`config.mk`:
```
export PLATFORM = sky130hd
export DESIGN_NAME = qte_sqrt_step
export DESIGN_NICKNAME = d
export VERILOG_FILES = /design/src/hdl/quaternion_to_euler_angles_core_defines.svh /design/src/hdl/qte_pkg.sv /design/src/hdl/qte_sqrt_step.sv
export SDC_FILE = /design/constraint.sdc
export NUM_CORES = 1
export LEC_CHECK = 0
export BUFFER_PORTS_ARGS = -buffer_cell sky130_fd_sc_hd__buf_2
export CORE_AREA = 2 2 121 123
export CTS_CLUSTER_DIAMETER = 50
export DETAILED_ROUTE_END_ITERATION = 10
export DIE_AREA = 0 0 123 125
export MAX_ROUTING_LAYER = met4
export PLACE_DENSITY_LB_ADDON = 0.05
export SKIP_LAST_GASP = 1
export SLEW_MARGIN = 25
export SYNTH_ARGS = -nofsm -noshare
export SYNTH_HDL_FRONTEND = slang
export SYNTH_SLANG_ARGS = --single-unit
```
`constraint.sdc`:
```
create_clock -name clock -period 11.1 [get_ports clock]
set_input_delay 1.665 -clock clock [delete_from_list [all_inputs] [get_ports clock]]
set_output_delay 1.665 -clock clock [all_outputs]
set_load 0.005 [all_outputs]
```
`src/hdl/quaternion_to_euler_angles_core_defines.svh`:
```
// shared assertion macros for the quaternion to euler angles core
`ifndef QUATERNION_TO_EULER_ANGLES_CORE_DEFINES_SVH
`define QUATERNION_TO_EULER_ANGLES_CORE_DEFINES_SVH

// same-cycle implication, sampled on the core clock
`define QTE_ASSERT_NOW(lbl, ante, cons) \
   lbl: assert property (@(posedge clock) disable iff (reset) (ante) |-> (cons)) \
      else $error("quaternion_to_euler_angles_core: assertion failed");

// next-cycle implication, sampled on the core clock
`define QTE_ASSERT_NEXT(lbl, ante, cons) \
   lbl: assert property (@(posedge clock) disable iff (reset) (ante) |=> (cons)) \
      else $error("quaternion_to_euler_angles_core: assertion failed");

`endif

```
`src/hdl/qte_pkg.sv`:
```
package qte_pkg;

   localparam int CORDIC_STAGES_DEF = 16;

   localparam int Q_W        = 16;  // input component width
   localparam int A_W        = 16;  // output angle width
   localparam int PROD_W     = 32;
   localparam int SUM_W      = 36;  // atan2 operands, scale 2^28
   localparam int S_W        = 30;  // clamped pitch sine
   localparam int SU_W       = 29;  // magnitude of pitch sine
   localparam int N_W        = 57;  // radicand 2^56 - s^2
   localparam int R_W        = 58;  // square root remainder and result
   localparam int SQRT_STEPS = 29;
   localparam int CW         = 38;  // cordic datapath
   localparam int ANG_W      = 32;  // angle accumulator, 2^32 = 2*pi

   localparam logic signed [SUM_W-1:0] ONE_Q28 = 36'sh010000000;
   localparam logic signed [SUM_W-1:0] NEG_ONE_Q28 = -36'sh010000000;
   localparam logic [R_W-1:0] ONE_Q56 = 58'h100000000000000;

   localparam logic [ANG_W-1:0] ANG_QUARTER = 32'h4000_0000;
   localparam logic [ANG_W-1:0] ANG_THREE_Q = 32'hC000_0000;
   localparam logic [ANG_W-1:0] ANG_ROUND   = 32'h0000_8000;
   localparam logic [A_W-1:0]   PITCH_UP    = 16'h4000;
   localparam logic [A_W-1:0]   PITCH_DOWN  = 16'hC000;

   localparam logic [ANG_W-1:0] ATAN_TAB [32] = '{
      32'd536870912, 32'd316933406, 32'd167458907, 32'd85004756,
      32'd42667331,  32'd21354465,  32'd10679838,  32'd5340245,
      32'd2670163,   32'd1335087,   32'd667544,    32'd333772,
      32'd166886,    32'd83443,     32'd41722,     32'd20861,
      32'd10430,     32'd5215,      32'd2608,      32'd1304,
      32'd652,       32'd326,       32'd163,       32'd81,
      32'd41,        32'd20,        32'd10,        32'd5,
      32'd3,         32'd1,         32'd1,         32'd0
   };

   typedef struct packed {
      logic signed [SUM_W-1:0] rn;
      logic signed [SUM_W-1:0] rd;
      logic signed [SUM_W-1:0] yn;
      logic signed [SUM_W-1:0] yd;
      logic signed [S_W-1:0]   s;
   } side_type;

   typedef struct packed {
      logic [R_W-1:0] rem;
      logic [R_W-1:0] res;
   } root_type;

   typedef struct packed {
      logic signed [CW-1:0] x;
      logic signed [CW-1:0] y;
      logic [ANG_W-1:0]     z;
      logic                 ovr;
      logic [A_W-1:0]       ovr_val;
   } lane_type;

   // quadrant fold ahead of the vectoring iterations
   function automatic lane_type cordic_pre(input logic signed [SUM_W-1:0] y_in,
                                           input logic signed [SUM_W-1:0] x_in);
      logic signed [CW-1:0] xe;
      logic signed [CW-1:0] ye;
      lane_type l;
      xe = $signed({{(CW-SUM_W){x_in[SUM_W-1]}}, x_in});
      ye = $signed({{(CW-SUM_W){y_in[SUM_W-1]}}, y_in});
      l.x = xe;
      l.y = ye;
      l.z = '0;
      l.ovr = 1'b0;
      l.ovr_val = '0;
      if (xe == '0 && ye == '0) begin
         l.ovr = 1'b1;
      end else if (xe < 0) begin
         if (ye >= 0) begin
            l.x = ye;
            l.y = -xe;
            l.z = ANG_QUARTER;
         end else begin
            l.x = -ye;
            l.y = xe;
            l.z = ANG_THREE_Q;
         end
      end
      return l;
   endfunction

endpackage

```
`src/hdl/qte_sqrt_step.sv`:
```
module qte_sqrt_step
   import qte_pkg::*;
#(
   parameter int STEP = 0
)
(
   input  logic     clock,
   input  logic     en,
   input  root_type root_in,
   output root_type root_out
);

   localparam logic [R_W-1:0] BIT = R_W'(1) << (N_W - 1 - 2 * STEP);

   root_type root_ff, root_in_nxt;

   always_comb begin
      logic [R_W:0] trial;
      trial = {1'b0, root_in.res} + {1'b0, BIT};
      if ({1'b0, root_in.rem} >= trial) begin
         root_in_nxt.rem = root_in.rem - trial[R_W-1:0];
         root_in_nxt.res = (root_in.res >> 1) + BIT;
      end else begin
         root_in_nxt.rem = root_in.rem;
         root_in_nxt.res = root_in.res >> 1;
      end
   end

   always_ff @(posedge clock) begin
      if (en) begin
         root_ff <= root_in_nxt;
      end
   end

   assign root_out = root_ff;

endmodule

```
==> impl_metrics.tcl <==
set metrics [dict create \
    final_cell_mix "buf_2, edfxtp_1, inv_1" \
    ys_async_sr_fraction 0 \
    vias 6601 \
    fin_crit_ns 5.29 \
    worst_ep_required_time_ns 11.26 \
    cts_buffers 17 \
    synth_area_leaders "edfxtp_1, ha_1, mux2_2" \
    n_fill_cell 1123 \
    ys_ff_latch 116 \
    grt_pass1_vias 6424 \
    timing.critical_path.cells "buf_2, inv_1, ha_1, a21oi_4, a21boi_1, or3_1, o211ai_2, o211a_1, o311a_1, nor2_2, a21o_4, a21boi_4, buf_4, mux2_2" \
    htree_levels 4 \
    cts_tree "done" \
    power_uw 1430 \
    hold_viol 0 \
    wirelength_um 19500 \
    place.detailed.hpwl_um 15000 \
    synth.top_cell.area_share 0.442 \
    synthFlopType "edfxtp_1" \
    root_buffer "clkbuf_16" \
    drc 0 \
    synth_cell_types 59 \
    core_area_sq_um 14200 \
    syn-cell-area_sq_um 7890 \
    cap_violations 0 \
    grt_setup_unrepaired "false" \
    tightestPinTransition_ns 0.783 \
    hold_path.class "in -> reg" \
    status "finished clean" \
    syn2layout_area_growth_pct 23.1 \
    ctsLongestPathBuffers 2 \
    leakagePower_uw 0.00447 \
    cts.repair.resized 0 \
    via_per_inst 5.60 \
    startpoint_type "primary input" \
    clk_pin_slew_ns 0.05 \
    dieHeight_um 125 \
    finalNetCount 1162 \
    fp-row-count 44 \
    setup_viol 0 \
    max_stage_delay_ns 0.66 \
    synth_edf_count 116 \
    fin_hold_ws_ns 1.44 \
    grt_max_degree 61 \
    cts_setup_buffers 0 \
    largest_reg_flops 116 \
    syn-num-nets 929 \
    synth_top_area_cell "edfxtp_1" \
    layout_commonest_cell "buf_2" \
    syn_inst 751 \
    portBuffers 233 \
    diodes 0 \
    arrival_ns 5.45 \
    power_density_nw_per_um2 148 \
    synth.avg_cell_area_sq_um 10.5 \
    pin_count 234 \
    grt_pass1_wl_um 31200 \
    drive_gt1_frac 0.317 \
    drtIter0Drc 507 \
    ys_warn_count 0 \
    gp_congestion 0.932 \
    hold-path-cell-count 1 \
    setup_tns_ns 0 \
    finalCritPeriodShare 0.477 \
    max_clock_freq_ghz 0.189 \
    irDropWorstVdd_v 0.0000861 \
    antenna_found_initial 0 \
    crit_type "in -> reg" \
    cp_slowest_cell "buf_4" \
    cts_sinks 116 \
    grt_use_total 0.263 \
    start_util 0.555 \
    die_w_um 123 \
    yosysSeqAreaShare 0.442 \
    slew_viol_final 0 \
    hold_buffers 0 \
    ant_nets 0 \
    dieArea_sq_um 15400 \
    globalRouteOverflowTotal 0 \
    path_max_fanout 45 \
    end_kind "register" \
    dr.pass1.iters 5 \
    wl_per_cell_um 16.5 \
    slew-limit-headroom 0.478 \
]
[power breakdown]
part,internal [uW],switching (uW)
sequential,543,11.7
combinational,172,202
clock,324,180
total,1040,394
[cells in the mapped netlist, types with 6 or more instances]
cell type / n
a21o_1: 32
nor2_1: 31
nor2b_1: 8
mux2_2: 49
xor2_1: 20
and3_1: 12
ha_1: 59
o21bai_1: 11
and2_1: 6
inv_1: 72
nor3_1: 10
nand3_1: 16
nand2_1: 56
o21ai_0: 36
a21oi_1: 67
clkbuf_1: 10
a31oi_1: 7
xnor2_1: 37
nand4_1: 12
a211oi_1: 9
edfxtp_1: 116
o21a_1: 8
[metal layers]
metal	vias to the layer above	global-route usage	wire, um
li1	3232	-	-
met1	3085	0.365	8990
met2	253	0.397	8880
met3	31	0.0443	1240
met4	0	0.0816	354
met5	-	-	0
[cell families after synthesis]
logic type | after synthesis | synth area share
adder cells (fa/ha/maj) | 60 | 0.0961
multiplexers | 56 | 0.0808
flip-flops | 116 | 0.442
AND/OR/NAND/NOR | 167 | 0.102
XOR/XNOR | 57 | 0.0633
buffers and inverters | 93 | 0.0501
AO/OA/AOI/OAI | 202 | 0.166
[layout make-up]
cell class	count	area, sq um	area share
Timing Repair Buffer	235	1180	0.122
Clock inverter	7	83.8	0.00864
Inverter	72	270	0.0278
Multi-Input combinational cell	542	4010	0.413
Tap cell	184	230	0.0237
Sequential cell	116	3480	0.359
Clock buffer	23	448	0.0461
[path summary, 6_finish.rpt]
kind	from	to	slack (ns)
worst max-delay path	root_in[7]	root_out[106]$_DFFE_PP_	5.81
worst min-delay path	root_in[41]	root_out[40]$_DFFE_PP_	1.44
[worst max-delay path, delay by kind of cell]
kind / cells / cell delay [ns]
AND/OR/NAND/NOR: 2 / 0.47
AO/OA/AOI/OAI: 7 / 1.70
adder cells (fa/ha/maj): 1 / 0.40
multiplexers: 1 / 0.41
buffers and inverters: 3 / 0.77
[through the flow]
stage	std cells	worst slack [ns]	util	cell area, sq um
after floorplan	751	6.43	-	7890
after global placement	1149	5.49	0.646	9180
after detailed placement	1149	5.36	0.646	9180
after CTS	1179	5.79	0.683	9710
after global routing	1179	5.59	0.683	9710
final	1179	5.81	0.683	9710
(Power assumes the default switching activity.)
