**src/hdl/quaternion_to_euler_angles_core_defines.svh**
```systemverilog
// shared assertion macros for the quaternion to euler angles core
`ifndef QUATERNION_TO_EULER_ANGLES_CORE_DEFINES_SVH
`define QUATERNION_TO_EULER_ANGLES_CORE_DEFINES_SVH

// same-cycle implication, sampled on the core clock
`define QTE_ASSERT_NOW(lbl, ante, cons) \
   lbl: assert property (@(posedge clock) disable iff (reset) (ante) |-> (cons)) \
      else $error("quaternion_to_euler_angles_core: assertion failed");

// next-cycle implication, sampled on the core clock
`define QTE_ASSERT_NEXT(lbl, ante, cons) \
   lbl: assert property (@(posedge clock) disable iff (reset) (ante) |=> (cons)) \
      else $error("quaternion_to_euler_angles_core: assertion failed");

`endif

```
**src/hdl/qte_pkg.sv**
```systemverilog
package qte_pkg;

   localparam int CORDIC_STAGES_DEF = 16;

   localparam int Q_W        = 16;  // input component width
   localparam int A_W        = 16;  // output angle width
   localparam int PROD_W     = 32;
   localparam int SUM_W      = 36;  // atan2 operands, scale 2^28
   localparam int S_W        = 30;  // clamped pitch sine
   localparam int SU_W       = 29;  // magnitude of pitch sine
   localparam int N_W        = 57;  // radicand 2^56 - s^2
   localparam int R_W        = 58;  // square root remainder and result
   localparam int SQRT_STEPS = 29;
   localparam int CW         = 38;  // cordic datapath
   localparam int ANG_W      = 32;  // angle accumulator, 2^32 = 2*pi

   localparam logic signed [SUM_W-1:0] ONE_Q28 = 36'sh010000000;
   localparam logic signed [SUM_W-1:0] NEG_ONE_Q28 = -36'sh010000000;
   localparam logic [R_W-1:0] ONE_Q56 = 58'h100000000000000;

   localparam logic [ANG_W-1:0] ANG_QUARTER = 32'h4000_0000;
   localparam logic [ANG_W-1:0] ANG_THREE_Q = 32'hC000_0000;
   localparam logic [ANG_W-1:0] ANG_ROUND   = 32'h0000_8000;
   localparam logic [A_W-1:0]   PITCH_UP    = 16'h4000;
   localparam logic [A_W-1:0]   PITCH_DOWN  = 16'hC000;

   localparam logic [ANG_W-1:0] ATAN_TAB [32] = '{
      32'd536870912, 32'd316933406, 32'd167458907, 32'd85004756,
      32'd42667331,  32'd21354465,  32'd10679838,  32'd5340245,
      32'd2670163,   32'd1335087,   32'd667544,    32'd333772,
      32'd166886,    32'd83443,     32'd41722,     32'd20861,
      32'd10430,     32'd5215,      32'd2608,      32'd1304,
      32'd652,       32'd326,       32'd163,       32'd81,
      32'd41,        32'd20,        32'd10,        32'd5,
      32'd3,         32'd1,         32'd1,         32'd0
   };

   typedef struct packed {
      logic signed [SUM_W-1:0] rn;
      logic signed [SUM_W-1:0] rd;
      logic signed [SUM_W-1:0] yn;
      logic signed [SUM_W-1:0] yd;
      logic signed [S_W-1:0]   s;
   } side_type;

   typedef struct packed {
      logic [R_W-1:0] rem;
      logic [R_W-1:0] res;
   } root_type;

   typedef struct packed {
      logic signed [CW-1:0] x;
      logic signed [CW-1:0] y;
      logic [ANG_W-1:0]     z;
      logic                 ovr;
      logic [A_W-1:0]       ovr_val;
   } lane_type;

   // quadrant fold ahead of the vectoring iterations
   function automatic lane_type cordic_pre(input logic signed [SUM_W-1:0] y_in,
                                           input logic signed [SUM_W-1:0] x_in);
      logic signed [CW-1:0] xe;
      logic signed [CW-1:0] ye;
      lane_type l;
      xe = $signed({{(CW-SUM_W){x_in[SUM_W-1]}}, x_in});
      ye = $signed({{(CW-SUM_W){y_in[SUM_W-1]}}, y_in});
      l.x = xe;
      l.y = ye;
      l.z = '0;
      l.ovr = 1'b0;
      l.ovr_val = '0;
      if (xe == '0 && ye == '0) begin
         l.ovr = 1'b1;
      end else if (xe < 0) begin
         if (ye >= 0) begin
            l.x = ye;
            l.y = -xe;
            l.z = ANG_QUARTER;
         end else begin
            l.x = -ye;
            l.y = xe;
            l.z = ANG_THREE_Q;
         end
      end
      return l;
   endfunction

endpackage

```
**src/hdl/qte_cordic_step.sv**
```systemverilog
module qte_cordic_step
   import qte_pkg::*;
#(
   parameter int STEP = 0
)
(
   input  logic     clock,
   input  logic     en,
   input  lane_type lane_in,
   output lane_type lane_out
);

   lane_type lane_ff, lane_nxt;

   always_comb begin
      logic signed [CW-1:0] xv;
      logic signed [CW-1:0] yv;
      logic signed [CW-1:0] dx;
      logic signed [CW-1:0] dy;
      xv = lane_in.x;
      yv = lane_in.y;
      dx = yv >>> STEP;
      dy = xv >>> STEP;
      lane_nxt = lane_in;
      if (yv >= 0) begin
         lane_nxt.x = xv + dx;
         lane_nxt.y = yv - dy;
         lane_nxt.z = lane_in.z + ATAN_TAB[STEP];
      end else begin
         lane_nxt.x = xv - dx;
         lane_nxt.y = yv + dy;
         lane_nxt.z = lane_in.z - ATAN_TAB[STEP];
      end
   end

   always_ff @(posedge clock) begin
      if (en) begin
         lane_ff <= lane_nxt;
      end
   end

   assign lane_out = lane_ff;

endmodule

```
**config.mk**
```make
export PLATFORM = sky130hd
export DESIGN_NAME = qte_cordic_step
export DESIGN_NICKNAME = d
export VERILOG_FILES = /design/src/hdl/quaternion_to_euler_angles_core_defines.svh /design/src/hdl/qte_pkg.sv /design/src/hdl/qte_cordic_step.sv
export SDC_FILE = /design/constraint.sdc
export NUM_CORES = 1
export LEC_CHECK = 0
export ABC_CLOCK_PERIOD_IN_PS = 4250
export BUFFER_PORTS_ARGS = -buffer_cell sky130_fd_sc_hd__buf_2
export CORE_MARGIN = 2
export CORE_UTILIZATION = 35
export DETAILED_ROUTE_END_ITERATION = 6
export PLACE_DENSITY = 0.57
export REMOVE_ABC_BUFFERS = 1
export SKIP_CTS_REPAIR_TIMING = 1
export SYNTH_ARGS = -nofsm -noshare
export SYNTH_HDL_FRONTEND = slang
export SYNTH_SLANG_ARGS = --single-unit
```
**constraint.sdc**
```tcl
create_clock -name clock -period 4.25 [get_ports clock]
set_input_delay 0.425 -clock clock [delete_from_list [all_inputs] [get_ports clock]]
set_output_delay 0.425 -clock clock [all_outputs]
set_load 0.05 [all_outputs]
```
==> results of run 1 <==
power by group:
group	internal (uW)	switching [uW]
Combinational	578	1450
Clock	936	628
Sequential	1570	46.4
layout make-up:
class / instances / area (sq um)
flip-flops and latches: 124 / 3720
clock inverters: 14 / 180
clock buffers: 18 / 429
well taps: 390 / 488
multi-input cells: 881 / 6220
fillers: 2990 / 16800
inverters: 119 / 447
repair buffers: 282 / 1500
cells in the mapped netlist (25+ instances only):
| cell type | count |
|---|---|
| mux2i_1 | 25 |
| nor2_1 | 94 |
| clkbuf_1 | 39 |
| a21oi_1 | 137 |
| ha_1 | 111 |
| o21ai_0 | 66 |
| edfxtp_1 | 124 |
| a21o_1 | 32 |
| inv_1 | 119 |
| nand2_1 | 63 |
| xnor2_1 | 58 |
metrics by stage:
step | std cells | setup slack (ps) | util | instance area, sq um | hold WS, ps
floorplan | 1124 | 1220 | - | 10400 | 524
global placement | 1796 | 228 | 0.416 | 12400 | 602
detailed placement | 1796 | 222 | 0.416 | 12400 | 603
global route | 1828 | 413 | 0.436 | 13000 | 147
CTS | 1828 | 669 | 0.436 | 13000 | 147
finish | 1828 | 582 | 0.436 | 13000 | 164
cells by family after synthesis:
family	share of synthesized area
flip-flops	0.350
XOR/XNOR	0.0602
AND/OR/NAND/NOR	0.127
AO/OA/AOI/OAI	0.236
multiplexers	0.0235
adder cells (fa/ha/maj)	0.138
buffers and inverters	0.0643
per-layer routing:
metal	routed length [microns]	GRT usage	part of all wire	vias up
met4	720	0.0633	0.020	0
met3	2600	0.0330	0.071	51
li1	-	-	-	4765
met1	16800	0.320	0.46	4790
met5	0	0	0	-
met2	16300	0.357	0.45	450
how the worst min path moves through the flow:
stage	to	depth (start not counted)
2_1_floorplan	lane_out[0]$_DFFE_PP_	0
3_3_place_gp	lane_out[2]$_DFFE_PP_	1
3_5_place_dp	lane_out[32]$_DFFE_PP_	1
4_1_cts	lane_out[7]$_DFFE_PP_	1
5_1_grt	lane_out[42]$_DFFE_PP_	1
6_report	lane_out[7]$_DFFE_PP_	1
==> metrics, run 1 <==
DR vias 10,100; Req. time, crit path 4420 ps; Power Dens Cells 400 nW/um^2; Post-Route WL 36,500 microns; post-DR wirelength/cell 20.0 microns; Fin. Hold Viols 0; crit start category primary input; CP peak stage delay 680 ps; TritonCTS buffer count 17; top cells by area, synth edfxtp_1 (35%), ha_1 (13%), a21oi_1 (6.5%), xnor2_1 (4.8%), inv_1 (4.2%); period utilization 0.863; global-route wire length before repair 54,800 microns; clock sinks 124; Worst path slowest cell nor4_1; die area 31,800 sq um; worst hold path class in -> reg; critical path class in -> reg; Cell variety after synth 64; Die Wd 178 microns; # port buffers 251; DRC violations left 0; Layout Nets 1,667; fmax 273 MHz; critical path arrival 3840 ps; Syn Std Cell Area 10,600 sq um; setup_tns 0 ps; layout cell share with drive strength beyond 1 0.231; Post-DRT Antenna Nets 0; drt first pass iters 7; CP dominant cell by count or4_1; min cycle time layout 3670 ps; Least-Margin Pin Slew 814 ps; Initial Util 0.357; most frequent cells in the layout buf_2 (250), a21oi_1 (137), edfxtp_1 (124); pin count of the biggest net entering global routing 79; Leak 0.00580 uW; max-cap violations 0; Antenna Diode Count 0; Rel. slew slack 0.456; maximum net fanout on the critical path 9; core area 29,800 sq um; Post-synth top flop edfxtp_1; buffer and inverter count on the worst path 2; Synth area leader edfxtp_1; Final Wtd Congestion 0.968; Final setup viols 0; die height 178 microns; DP HPWL 28,400 microns; Clock Tree Buf Depth 2; RSZ-0062 raised after global routing false; area delta synth->final 22.2%; Std-Cell Rows 63; initial antenna violation count 0; register area share after synthesis 0.350; vias in the first global route 9,599; Gate Count Post-Synth 1,182; CTS tree built; Final Max Slew Viols 0; Largest register FFs 124; via/cell ratio 5.50; instance count on the critical path 11; Design Power 5200 uW; Yosys warnings 0; crit path from lane_in[71]; IO Pins 252; commonest non-fill, non-tap cell in the layout buf_2; Clk pin slew, worst setup/hold paths 60 ps; Post-synth EDFFs 124; DRT iter0 DRCs 867; hold path start lane_in[7]; Synth Area per Inst 8.99 sq um; CP cell instances buf_2 -> inv_1 -> ha_1 -> nor4_1 -> nand2_1 -> or4_1 -> a31oi_1 -> o21ai_1 -> or4_1 -> o211ai_1 -> xnor2_1; maximum vdd drop 0.272 mV; H-tree levels 4; worst setup path end lane_out[121]$_DFFE_PP_; status finished, final reports clean; count of state elements after synthesis 124; GR Overflow Total 0; Async SR Flop Fraction 0; Top delay family on crit path simple AND/OR/NAND/NOR gates; Crit. End Element register; root buffer cell clkbuf_16; Synth top area share 0.350; total track usage 0.226
(Power assumes the default switching activity.)
==> run 2, diff against run 1 <==
Settings changed: ABC_AREA set to 1, ABC_CLOCK_PERIOD_IN_PS 4250 to 3050, PLACE_DENSITY 0.57 to 0.58, SLEW_MARGIN set to 30.
Clock period 4.25 ns to 3.05 ns, I/O delays scaled along.
==> run 2 against run 1 <==
  * Synthesized cell count up 52%
  * Design area is 12% higher
  * Setup slack better by 120 ps
  * First-iteration DRC count decreased by 5.9%
  * Worst hold slack worse by 130 ps
  * Clock power up 40%
  * Sequential share of layout area decreased by 3.0 points
  * Combinational power is 43% higher
  * Wire length up 24%
  * Synthesized area increased by 15%
  * Flip-flop and latch count stayed put
  * Critical path type unchanged
  * Largest cell class unchanged
==> metrics, run 2 <==
critical path arrival 2540 ps (-1300 ps); GR Overflow Total 0 (unchanged); Antenna Diode Count 0 (unchanged); Final Wtd Congestion 0.963 (-0.59%); Least-Margin Pin Slew 709 ps (-105 ps); Largest register FFs 124 (unchanged); drt first pass iters 5 (-2); Clk pin slew, worst setup/hold paths 60 ps (about the same); die height 191 microns (+7.2%); post-synthesis xor/xnor area fraction 0.0200 (-0.0401); largest family of logic cells by synthesized area simple AND/OR/NAND/NOR gates; Clock Tree Buf Depth 2 (unchanged); Seq pwr share 0.302 (-0.008); commonest non-fill, non-tap cell in the layout nand2_1; top cells by area, synth edfxtp_1 (30%), nand2_1 (16%), ha_1 (11%), inv_1 (8.1%), nand3_1 (6.6%); DR vias 12,600 (+25%); Sw Ratio 0.425 (+0.0174); via/cell ratio 5.02 (-8.8%); pin count of the biggest net entering global routing 56 (-29%); total track usage 0.249 (+0.0234); maximum net fanout on the critical path 10 (+1); TritonCTS buffer count 17 (unchanged); Syn Std Cell Area 12,300 sq um (+15%); post-DR wirelength/cell 18.1 microns (-9.3%); mux contribution to synthesized area 0 (-0.0235); die area 36,500 sq um (+15%); most frequent cells in the layout nand2_1 (516), inv_1 (266), buf_2 (250); Compound-Gate Fraction of Synth Area 0.133 (-0.103); DP HPWL 38,200 microns (+35%); core area 34,500 sq um (+16%); IO Pins 252 (unchanged); Final Max Slew Viols 0 (unchanged); simple-gate share of the synthesized area 0.310 (+0.183); Fin. Hold Viols 0 (unchanged); H-tree levels 4 (unchanged); Die Wd 191 microns (+7.2%); Leak 0.00736 uW (+27%); list of most frequent post-synthesis cells nand2_1 (516), inv_1 (266), nand3_1 (161); Post-Route WL 45,300 microns (+24%); DRC violations left 0 (unchanged); period utilization 0.769; dpl cells 2,472 (+38%); Async SR Flop Fraction 0 (unchanged); max-cap violations 0 (unchanged); vias in the first global route 12,300 (+28%); fmax 426 MHz; CTS tree built; Post-synth top flop edfxtp_1; Initial Util 0.355 (-0.00204); Req. time, crit path 3240 ps (-1180 ps); DRT iter0 DRCs 816 (-5.9%); layout cell share with drive strength beyond 1 0.178 (-0.0532); Final setup viols 0 (unchanged); Int Power 4170 uW (+35%); critical path class in -> reg; Crit. End Element register; Net Sw Power 3080 uW (+45%); Synth area leader edfxtp_1; status finished, final reports clean; Std-Cell Rows 68 (+7.9%); Gate Count Post-Synth 1,797 (+52%); area delta synth->final 18.5%; Layout Nets 2,278 (+37%); register area share after synthesis 0.304 (-0.0464); Power Dens Cells 500 nW/um^2 (+25%); most frequent cell after synthesis nand2_1; # port buffers 251 (unchanged); clock power share 0.300 (about the same); root buffer cell clkbuf_16; placed cell areas 13,900 sq um (+12%); count of state elements after synthesis 124 (unchanged); clock sinks 124 (unchanged); Post-synth EDFFs 124 (unchanged); maximum vdd drop 0.382 mV (+40%); min cycle time layout 2350 ps; Non-Filler Instances 2,504 (+37%); adder-cell share of the synthesized area 0.120 (-0.0183); setup_tns 0 ps (unchanged); Cell variety after synth 40 (-38%); Synth top area share 0.304 (-0.0464); cell area after layout 14,500 sq um (+12%); crit start category primary input; Logic pwr share 0.398 (+0.009); Layout Utilization 0.420 (-0.0159); global-route wire length before repair 68,500 microns (+25%); RSZ-0062 raised after global routing false; worst setup path end lane_out[114]$_DFFE_PP_; Rel. slew slack 0.527 (+0.0707); Yosys warnings 0 (unchanged); worst hold path class in -> reg; crit path from lane_in[62]; Synth Area per Inst 6.82 sq um (-24%); initial antenna violation count 0 (unchanged); Post-DRT Antenna Nets 0 (unchanged)
run 2: changes by cell type in the layout (fill, tap and decap cells not counted), moves of 32 or more:
| cell | delta |
|---|---|
| nand2_1 | +453 |
| inv_1 | +148 |
| nand3_1 | +144 |
| nor2_1 | +57 |
| xnor2_1 | -57 |
| o21ai_0 | +32 |
run 2: cell type report:
type	count	area [sq um]
Fill cell	3749	20000
Multi-Input combinational cell	1346	7150
Sequential cell	124	3720
Timing Repair Buffer	271	1420
Inverter	276	1040
Tap cell	455	569
Clock buffer	18	429
Clock inverter	14	184
run 2: per-layer routing:
metal | up-vias | GRT usage | routed length [microns]
met3 | 53 | 0.0327 | 2440
met4 | 0 | 0.0840 | 1100
li1 | 6278 | - | -
met5 | - | 0 | 0
met2 | 436 | 0.406 | 20300
met1 | 5798 | 0.340 | 21500
run 2: critical path: stages:
cell	delay, ps
buf_2	130
inv_1	50
ha_1	580
nand2_2	160
o21ai_0	450
a21oi_1	170
nand3_1	260
nand2_1	140
nand2_1	80
nand2_1	50
nand3_1	80
nand2_1	70
run 2: through the flow:
stage	total power, uW	setup WS (ps)	hold WS [ps]
final	7250	705	37.4
after global routing	7630	489	16.4
after CTS	7290	772	14.3
after detailed placement	5080	303	483
after global placement	5080	298	481
after floorplan	4170	975	404
run 2: cell families (layout without fill, tap and decap cells):
family | count (synthesis) | after routing
DFF | 124 | 124
xor gates and xnor gates | 28 | 28
adders and majority gates | 115 | 115
AOI/OAI and AO/OA | 301 | 301
and+or+nand+nor | 902 | 902
buffers and inverters | 327 | 579
run 2: worst min-delay path by stage:
| stage | start | endpoint | slack [ps] | cells past startpoint |
|---|---|---|---|---|
| 2_1_floorplan | lane_in[0] | lane_out[0]$_DFFE_PP_ | 400 | 0 |
| 3_3_place_gp | lane_in[24] | lane_out[24]$_DFFE_PP_ | 480 | 1 |
| 3_5_place_dp | lane_in[7] | lane_out[7]$_DFFE_PP_ | 480 | 1 |
| 4_1_cts | lane_in[7] | lane_out[7]$_DFFE_PP_ | 10 | 1 |
| 5_1_grt | lane_in[36] | lane_out[36]$_DFFE_PP_ | 20 | 1 |
| 6_report | lane_in[14] | lane_out[14]$_DFFE_PP_ | 40 | 1 |
run 2: power by group through the flow:
stage          sequential, uW  clock [uW]  combinational [uW]
4_1_cts                  2190        2230                2870
5_1_grt                  2210        2290                3130
6_report                 2190        2180                2880
3_3_place_gp             2220           0                2850
2_1_floorplan            2940           0                1230
3_5_place_dp             2220           0                2860
